**config.mk**
```make
export PLATFORM = sky130hd
export DESIGN_NAME = sync_crc_frame_receiver
export DESIGN_NICKNAME = d
export VERILOG_FILES = /design/src/hw/rtl/scfr_pkg.sv /design/src/hw/rtl/scfr_ram.sv /design/src/hw/rtl/sync_crc_frame_receiver.sv
export SDC_FILE = /design/constraint.sdc
export NUM_CORES = 1
export LEC_CHECK = 0
export ABC_AREA = 1
export BUFFER_PORTS_ARGS = -buffer_cell sky130_fd_sc_hd__clkbuf_2
export CORE_AREA = 8 8 361 363
export DETAILED_ROUTE_END_ITERATION = 6
export DIE_AREA = 0 0 369 371
export SLEW_MARGIN = 5
export SYNTH_ARGS = -nofsm -noshare
export SYNTH_HDL_FRONTEND = slang
export SYNTH_SLANG_ARGS = --single-unit
export TNS_END_PERCENT = 5
```
**constraint.sdc**
```tcl
create_clock -name aclk -period 4.05 [get_ports aclk]
set_input_delay 0.81 -clock aclk [delete_from_list [all_inputs] [get_ports aclk]]
set_output_delay 0.81 -clock aclk [all_outputs]
set_load 0.05 [all_outputs]
```
**src/hw/rtl/scfr_pkg.sv**
```systemverilog
// Shared constants for the sync-marked CRC-16 frame receiver.
package scfr_pkg;

    localparam int PAYLOAD_WORDS = 16;
    localparam int PAYLOAD_BYTES = 4 * PAYLOAD_WORDS;
    localparam int FRAME_LEN     = PAYLOAD_BYTES + 4;

    localparam int RX_W   = 8;
    localparam int IDX_W  = 4;
    localparam int WORD_W = 32;
    localparam int CRC_W  = 16;

    localparam int ADDR_W = $clog2(FRAME_LEN);
    localparam int CNT_W  = $clog2(FRAME_LEN + 1);
    localparam int WCNT_W = (PAYLOAD_WORDS > 1) ? $clog2(PAYLOAD_WORDS) : 1;

    localparam logic [RX_W-1:0]  SYNC_A   = 8'd117;
    localparam logic [RX_W-1:0]  SYNC_B   = 8'd84;
    localparam logic [CRC_W-1:0] CRC_INIT = 16'hFFFF;
    localparam logic [CRC_W-1:0] CRC_POLY = 16'hA001;

    localparam logic KIND_WORD = 1'b0;
    localparam logic KIND_ERR  = 1'b1;

endpackage

```
**src/hw/rtl/scfr_ram.sv**
```systemverilog
// Generic single-write, single-read RAM with registered read data.
module scfr_ram #(
    parameter int WIDTH = 8,
    parameter int DEPTH = 68,
    localparam int AW = (DEPTH > 1) ? $clog2(DEPTH) : 1
) (
    input  logic             aclk,
    input  logic             we,
    input  logic [AW-1:0]    waddr,
    input  logic [WIDTH-1:0] wdata,
    input  logic             re,
    input  logic [AW-1:0]    raddr,
    output logic [WIDTH-1:0] rdata
);

    logic [WIDTH-1:0] mem_reg [DEPTH];
    logic [WIDTH-1:0] rdata_reg;

    always_ff @(posedge aclk) begin
        if (we) begin
            mem_reg[waddr] <= wdata;
        end
        if (re) begin
            rdata_reg <= mem_reg[raddr];
        end
    end

    assign rdata = rdata_reg;

endmodule

```
**src/hw/rtl/sync_crc_frame_receiver.sv**
```systemverilog
// Top level: byte-serial deframer for sync-marked, CRC-16 protected frames.
//
//   channel | direction | ports                                      | per beat
//   --------+-----------+--------------------------------------------+----------------------
//   s_      | in        | s_valid s_ready s_rx_byte                  | one received byte
//   m_      | out       | m_valid m_ready m_kind m_word_index        | one payload word or
//           |           | m_payload_word m_last                      | one CRC error result
//
// A byte that does not complete a frame is taken in idle, where s_ready stays high.
// A frame-completing byte starts one pass over the 68-entry store through its single
// read port: 68 reads, then a decision in the check state. A good frame then emits
// each payload word after 4 byte reads and a load of the output register.
// Output stalls hold the block in place; s_ready is low until the frame is done.
// Reset clears the fill count, the ring base and the output valid; the store needs no
// clearing pass, since only bytes written since the frame began are ever read.
module sync_crc_frame_receiver (
    input  logic        aclk,
    input  logic        aresetn,
    input  logic        s_valid,
    output logic        s_ready,
    input  logic [7:0]  s_rx_byte,
    output logic        m_valid,
    input  logic        m_ready,
    output logic        m_kind,
    output logic [3:0]  m_word_index,
    output logic [31:0] m_payload_word,
    output logic        m_last
);

    localparam int ADDR_W = scfr_pkg::ADDR_W;
    localparam int CNT_W  = scfr_pkg::CNT_W;
    localparam int SUM_W  = scfr_pkg::CNT_W + 1;
    localparam int WCNT_W = scfr_pkg::WCNT_W;

    typedef enum logic [2:0] {
        ST_IDLE,      // take bytes, one per beat
        ST_SCAN,      // CRC pass and sync search over the full frame
        ST_CHECK,     // decide good frame or error and resync
        ST_EMIT_RD,   // gather four payload bytes into one word
        ST_EMIT_OUT   // hand the word to the output register
    } state_t;

    // The store is a ring: logical byte i lives at (base + i) mod FRAME_LEN.
    // Resync then moves the base instead of copying bytes down.
    function automatic logic [ADDR_W-1:0] ring_addr(input logic [ADDR_W-1:0] base,
                                                    input logic [CNT_W-1:0]  idx);
        logic [SUM_W-1:0] sum;
        sum = SUM_W'(base) + SUM_W'(idx);
        if (sum >= SUM_W'(scfr_pkg::FRAME_LEN)) begin
            sum = sum - SUM_W'(scfr_pkg::FRAME_LEN);
        end
        return ADDR_W'(sum);
    endfunction

    // Reflected CRC-16 update, one byte per call.
    function automatic logic [scfr_pkg::CRC_W-1:0] crc_byte(
        input logic [scfr_pkg::CRC_W-1:0] crc,
        input logic [scfr_pkg::RX_W-1:0]  b
    );
        logic [scfr_pkg::CRC_W-1:0] c;
        c = crc ^ scfr_pkg::CRC_W'(b);
        for (int k = 0; k < 8; k++) begin
            if (c[0]) begin
                c = (c >> 1) ^ scfr_pkg::CRC_POLY;
            end else begin
                c = c >> 1;
            end
        end
        return c;
    endfunction

    state_t                        state_reg, state_next;
    logic [ADDR_W-1:0]             fill_reg, fill_next;
    logic [ADDR_W-1:0]             base_reg, base_next;
    logic [CNT_W-1:0]              cnt_reg, cnt_next;
    logic                          pend_reg, pend_next;
    logic [CNT_W-1:0]              pidx_reg, pidx_next;
    logic [scfr_pkg::CRC_W-1:0]    crc_reg, crc_next;
    logic [scfr_pkg::RX_W-1:0]     prev_reg, prev_next;
    logic                          found_reg, found_next;
    logic [CNT_W-1:0]              pos_reg, pos_next;
    logic                          tail_sync_reg, tail_sync_next;
    logic [scfr_pkg::WORD_W-1:0]   word_sr_reg, word_sr_next;
    logic [WCNT_W-1:0]             word_cnt_reg, word_cnt_next;

    logic                          m_valid_reg, m_valid_next;
    logic                          m_kind_reg, m_kind_next;
    logic [scfr_pkg::IDX_W-1:0]    m_idx_reg, m_idx_next;
    logic [scfr_pkg::WORD_W-1:0]   m_word_reg, m_word_next;
    logic                          m_last_reg, m_last_next;

    logic                          ram_we;
    logic [ADDR_W-1:0]             ram_waddr;
    logic [scfr_pkg::RX_W-1:0]     ram_wdata;
    logic                          ram_re;
    logic [ADDR_W-1:0]             ram_raddr;
    logic [scfr_pkg::RX_W-1:0]     ram_rdata;

    logic                          out_free;
    logic                          drop_hunt;
    logic                          drop_second;
    logic                          last_word;

    scfr_ram #(
        .WIDTH (scfr_pkg::RX_W),
        .DEPTH (scfr_pkg::FRAME_LEN)
    ) u_store (
        .aclk  (aclk),
        .we    (ram_we),
        .waddr (ram_waddr),
        .wdata (ram_wdata),
        .re    (ram_re),
        .raddr (ram_raddr),
        .rdata (ram_rdata)
    );

    assign s_ready   = (state_reg == ST_IDLE);
    assign out_free  = !m_valid_reg || m_ready;
    // Hunting: anything but the first sync byte is dropped.
    assign drop_hunt   = (fill_reg == '0) && (s_rx_byte != scfr_pkg::SYNC_A);
    // Second sync byte wrong: drop it and start hunting again.
    assign drop_second = (fill_reg == ADDR_W'(1)) && (s_rx_byte != scfr_pkg::SYNC_B);
    assign last_word   = (word_cnt_reg == WCNT_W'(scfr_pkg::PAYLOAD_WORDS - 1));

    always_comb begin
        state_next     = state_reg;
        fill_next      = fill_reg;
        base_next      = base_reg;
        cnt_next       = cnt_reg;
        pend_next      = 1'b0;
        pidx_next      = pidx_reg;
        crc_next       = crc_reg;
        prev_next      = prev_reg;
        found_next     = found_reg;
        pos_next       = pos_reg;
        tail_sync_next = tail_sync_reg;
        word_sr_next   = word_sr_reg;
        word_cnt_next  = word_cnt_reg;

        m_valid_next   = m_valid_reg;
        m_kind_next    = m_kind_reg;
        m_idx_next     = m_idx_reg;
        m_word_next    = m_word_reg;
        m_last_next    = m_last_reg;

        ram_we    = 1'b0;
        ram_waddr = ring_addr(base_reg, CNT_W'(fill_reg));
        ram_wdata = s_rx_byte;
        ram_re    = 1'b0;
        ram_raddr = ring_addr(base_reg, cnt_reg);

        // Retire the held result once the consumer takes it.
        if (m_valid_reg && m_ready) begin
            m_valid_next = 1'b0;
        end

        unique case (state_reg)
            ST_IDLE: begin
                if (s_valid) begin
                    if (drop_second) begin
                        fill_next = '0;
                    end else if (!drop_hunt) begin
                        ram_we = 1'b1;
                        if (fill_reg == ADDR_W'(scfr_pkg::FRAME_LEN - 1)) begin
                            // Frame full: start the check pass.
                            state_next = ST_SCAN;
                            cnt_next   = '0;
                            crc_next   = scfr_pkg::CRC_INIT;
                            found_next = 1'b0;
                            pos_next   = '0;
                            prev_next  = '0;
                        end else begin
                            fill_next = fill_reg + ADDR_W'(1);
                        end
                    end
                end
            end

            ST_SCAN: begin
                // Issue one read per cycle; data returns from the registered read port in the next cycle.
                if (cnt_reg < CNT_W'(scfr_pkg::FRAME_LEN)) begin
                    ram_re    = 1'b1;
                    ram_raddr = ring_addr(base_reg, cnt_reg);
                    cnt_next  = cnt_reg + CNT_W'(1);
                    pend_next = 1'b1;
                    pidx_next = cnt_reg;
                end
                if (pend_reg) begin
                    crc_next  = crc_byte(crc_reg, ram_rdata);
                    prev_next = ram_rdata;
                    // Record the first sync pair starting at position 2 or later.
                    if (!found_reg && pidx_reg >= CNT_W'(3) &&
                        prev_reg == scfr_pkg::SYNC_A && ram_rdata == scfr_pkg::SYNC_B) begin
                        found_next = 1'b1;
                        pos_next   = pidx_reg - CNT_W'(1);
                    end
                    if (pidx_reg == CNT_W'(scfr_pkg::FRAME_LEN - 1)) begin
                        tail_sync_next = (ram_rdata == scfr_pkg::SYNC_A);
                        state_next     = ST_CHECK;
                    end
                end
            end

            ST_CHECK: begin
                if (crc_reg == '0) begin
                    state_next    = ST_EMIT_RD;
                    cnt_next      = '0;
                    word_cnt_next = '0;
                end else if (out_free) begin
                    m_valid_next = 1'b1;
                    m_kind_next  = scfr_pkg::KIND_ERR;
                    m_idx_next   = '0;
                    m_word_next  = '0;
                    m_last_next  = 1'b1;
                    state_next   = ST_IDLE;
                    if (found_reg) begin
                        // Rotate the ring so the sync pair becomes byte 0.
                        base_next = ring_addr(base_reg, pos_reg);
                        fill_next = ADDR_W'(CNT_W'(scfr_pkg::FRAME_LEN) - pos_reg);
                    end else if (tail_sync_reg) begin
                        // Keep the trailing first sync byte.
                        base_next = ring_addr(base_reg, CNT_W'(scfr_pkg::FRAME_LEN - 1));
                        fill_next = ADDR_W'(1);
                    end else begin
                        fill_next = '0;
                    end
                end
            end

            ST_EMIT_RD: begin
                // Four reads per word; hold off the fifth until the word is out.
                if (cnt_reg[1:0] != 2'b00 || !pend_reg) begin
                    ram_re    = 1'b1;
                    ram_raddr = ring_addr(base_reg, cnt_reg + CNT_W'(2));
                    cnt_next  = cnt_reg + CNT_W'(1);
                    pend_next = 1'b1;
                end
                if (pend_reg) begin
                    // Little-endian: each new byte enters at the top.
                    word_sr_next = {ram_rdata, word_sr_reg[scfr_pkg::WORD_W-1:8]};
                    if (cnt_reg[1:0] == 2'b00) begin
                        state_next = ST_EMIT_OUT;
                    end
                end
            end

            ST_EMIT_OUT: begin
                if (out_free) begin
                    m_valid_next = 1'b1;
                    m_kind_next  = scfr_pkg::KIND_WORD;
                    m_idx_next   = scfr_pkg::IDX_W'(word_cnt_reg);
                    m_word_next  = word_sr_reg;
                    m_last_next  = last_word;
                    if (last_word) begin
                        fill_next  = '0;
                        state_next = ST_IDLE;
                    end else begin
                        word_cnt_next = word_cnt_reg + WCNT_W'(1);
                        state_next    = ST_EMIT_RD;
                    end
                end
            end

            default: begin
                state_next = ST_IDLE;
            end
        endcase
    end

    always_ff @(posedge aclk) begin
        cnt_reg       <= cnt_next;
        pidx_reg      <= pidx_next;
        crc_reg       <= crc_next;
        prev_reg      <= prev_next;
        found_reg     <= found_next;
        pos_reg       <= pos_next;
        tail_sync_reg <= tail_sync_next;
        word_sr_reg   <= word_sr_next;
        word_cnt_reg  <= word_cnt_next;
        m_kind_reg    <= m_kind_next;
        m_idx_reg     <= m_idx_next;
        m_word_reg    <= m_word_next;
        m_last_reg    <= m_last_next;
        if (!aresetn) begin
            state_reg   <= ST_IDLE;
            fill_reg    <= '0;
            base_reg    <= '0;
            pend_reg    <= 1'b0;
            m_valid_reg <= 1'b0;
        end else begin
            state_reg   <= state_next;
            fill_reg    <= fill_next;
            base_reg    <= base_next;
            pend_reg    <= pend_next;
            m_valid_reg <= m_valid_next;
        end
    end

    assign m_valid        = m_valid_reg;
    assign m_kind         = m_kind_reg;
    assign m_word_index   = m_idx_reg;
    assign m_payload_word = m_word_reg;
    assign m_last         = m_last_reg;

endmodule

```
==> results.cfg <==
[status]
status = complete, no violations

[floorplan]
die_area_um2 = 137000
die_w_um = 369
start_util = 0.248
num_rows = 130
die_y_um = 371
core_um2 = 125000
pin_count = 52

[cells_and_area]
final_util = 0.290
drive_gt1_frac = 0.115
diodes = 0
largest_reg_flops = 544
nNetsFinal = 3105
fillCellCount = 12800
syn_to_final_growth_pct = 16.9

[setup_path]
slowest_stage = edfxtp_1
crit_chain = ha_1 > ha_1 > nand2_1 > nand3_1 > xnor2_2 > ha_1 > inv_1 > a31oi_1 > nand3_1 > nand2_2 > nand2_2 > nand2_1 > nand3_2 > nand2_2 > buf_12 > nand2_1 > nand3_1 > nand3_1 > nand3_1 > nand2_1 > nand2_1 > nand2_1
crit_family = simple AND/OR/NAND/NOR gates
critPathLaunchType = flop
critPathBufInv = 2
crit_path_frequent_cell = nand2_1
cp.required_ns = 4.41
path_max_fanout = 32
worstSetupPathType = reg2reg
max_stage_delay_ns = 0.40
crit_path_end_kind = flop
arrival_ns = 4.20

[timing]
skew_ns = 0.0245
setup_viol = 0
slew_violations = 0
finalCriticalPeriod_ns = 3.84
period_share = 0.949
worst_pin_slew_ns = 1.03
fmax_mhz = 260
final_hold_viol_count = 0
slew_headroom = 0.313

[synthesis]
synthArstFlopShare = 0
netlist.area_leader.share = 0.653
synth_fa_ha_area_frac = 0.0224
synth-xor-area-share = 0.0170
synth_compound_area_frac = 0.0673
yosysTopAreaCell = edfxtp_1
synthMuxAreaShare = 0
syn_avg_cell_area_um2 = 10.6
syn_area_um2 = 30900
synth_top_family_by_area = simple AND/OR/NAND/NOR gates
yosys.area_share.simple = 0.189
synthTopCellsByArea = edfxtp_1 65%, nand2_1 7.7%, nor2_1 5.6%
synth.distinct_cells = 51
synth-seq-cells = 692
synthFlopType = edfxtp_1
syn_nets = 2974
synthCells = 2909
ys_seq_area_frac = 0.666
ys.warnings.count = 0
synth_edf_count = 673

[power]
vdd_drop_max_mv = 0.309
power_leakage_nw = 13.4
p_total_mw = 15.4
powerDensity_nw_per_um2 = 426

[worst_hold_path]
hold_path.class = reg2reg

[routing]
final_antenna_net_count = 0
drtPass1Iterations = 7
wl_per_cell_um = 16.6
vias = 21100
vias_per_cell = 4.45
drc = 0
drt_iter0_markers = 2151
wl_mm = 78.6

[clock_network]
h-tree-depth = 3
cts_tree = built
cts_max_path_buffers = 3
cts_root_buf = clkbuf_16
worstSkewPairLatency_ns = 0.63
clk_pin_slew_ns = 0.06
numCtsBuffers = 71
cts.sinks = 692
holdBufCountCts = 0

[global_routing]
grt.total_usage = 0.110
grt_max_degree = 187
grt_overflow_total = 0
grt_pass1_wl_mm = 120
grt_antenna_before_repair = 1
grt_pass1_vias = 20000

[placement]
place_hpwl_mm = 49.2
gp_congestion = 0.851
numPortBuffers = 51

[run]
maxCapViolations = 0
layout make-up:
type,instances,area [um^2],area share
inverter,174,661,0.0183
clock inverter,42,397,0.0110
multi-input combinational,1916,9190,0.254
timing repair buffer,185,1400,0.0388
clock buffer,86,1850,0.0513
sequential,692,20600,0.569
tap,1650,2060,0.0571
kinds of logic (layout without fill, tap and decap cells):
kind of cell,after synthesis,after routing
AO/OA/AOI/OAI,397,397
XOR/XNOR,51,51
adder cells (fa/ha/maj),53,53
buffers and inverters,301,487
flip-flops,692,692
AND/OR/NAND/NOR,1415,1415
timing repair:
action                     in CTS  in global routing
setup endpoints to repair       0                  8
gates resized for setup         0                  1
setup buffers                   0                  1
cells in the mapped netlist, types with 3 or more instances:
library cell / number
edfxtp_1: 673
nand2_1: 636
nor2_1: 458
o21ai_0: 297
nand3_1: 240
inv_1: 164
clkbuf_1: 81
a21oi_1: 59
ha_1: 49
buf_2: 38
xor2_1: 29
nand2_2: 24
dfxtp_1: 19
xnor2_1: 13
nand4_1: 12
nor3_1: 12
or2_2: 12
o211ai_1: 9
inv_2: 8
o21ai_1: 6
xor2_2: 6
a211oi_1: 5
buf_4: 5
nand3b_1: 5
nor4_1: 5
a31oi_1: 4
fa_1: 4
nor2_2: 3
o21bai_1: 3
o31ai_1: 3
layout by cell type (no fill, tap or decap), drive strengths merged, types with 15 or more instances in the layout:
master and count:
clkbuf 130, ha 49, nor2 462, xnor2 15, inv 177, clkinv 29, dfxtp 19, a21oi 60
o21ai 305, nand3 242, nand2 661, xor2 36, edfxtp 673, buf 141
metal layers:
layer,part of all wire,track usage
met1,0.47,0.161
met2,0.43,0.166
met3,0.075,0.0214
met4,0.024,0.0313
met5,0,0
report_power, final:
part / internal (mW) / switching, mW
registers: 7.97 / 0.0622
clock network: 3.62 / 2.81
logic: 0.256 / 0.672
total: 11.8 / 3.55
final timing paths:
check                                startpoint                to  slack, ns  cells past startpoint
worst max-delay path                 cnt_reg[1]  u_store.rdata[1]       0.21                     22
worst min register to register  word_sr_reg[27]   word_sr_reg[19]       0.45                      0
worst min-delay path            word_sr_reg[27]   word_sr_reg[19]       0.45                      0
worst max register to register       cnt_reg[1]  u_store.rdata[1]       0.21                     22
stage by stage:
step | hold slack (ns) | area, um^2 | std cells | TNS, ns | worst slack, ns
global route | 0.457 | 36200 | 4745 | -0.0253 | -0.0253
finish | 0.446 | 36200 | 4745 | 0 | 0.207
detailed placement | 0.433 | 33900 | 4615 | 0 | 0.230
global placement | 0.428 | 33900 | 4615 | 0 | 0.330
CTS | 0.444 | 36100 | 4743 | 0 | 0.197
floorplan | 0.426 | 30900 | 2909 | 0 | 0.656
No activity file was read; power rests on OpenSTA's default activity.
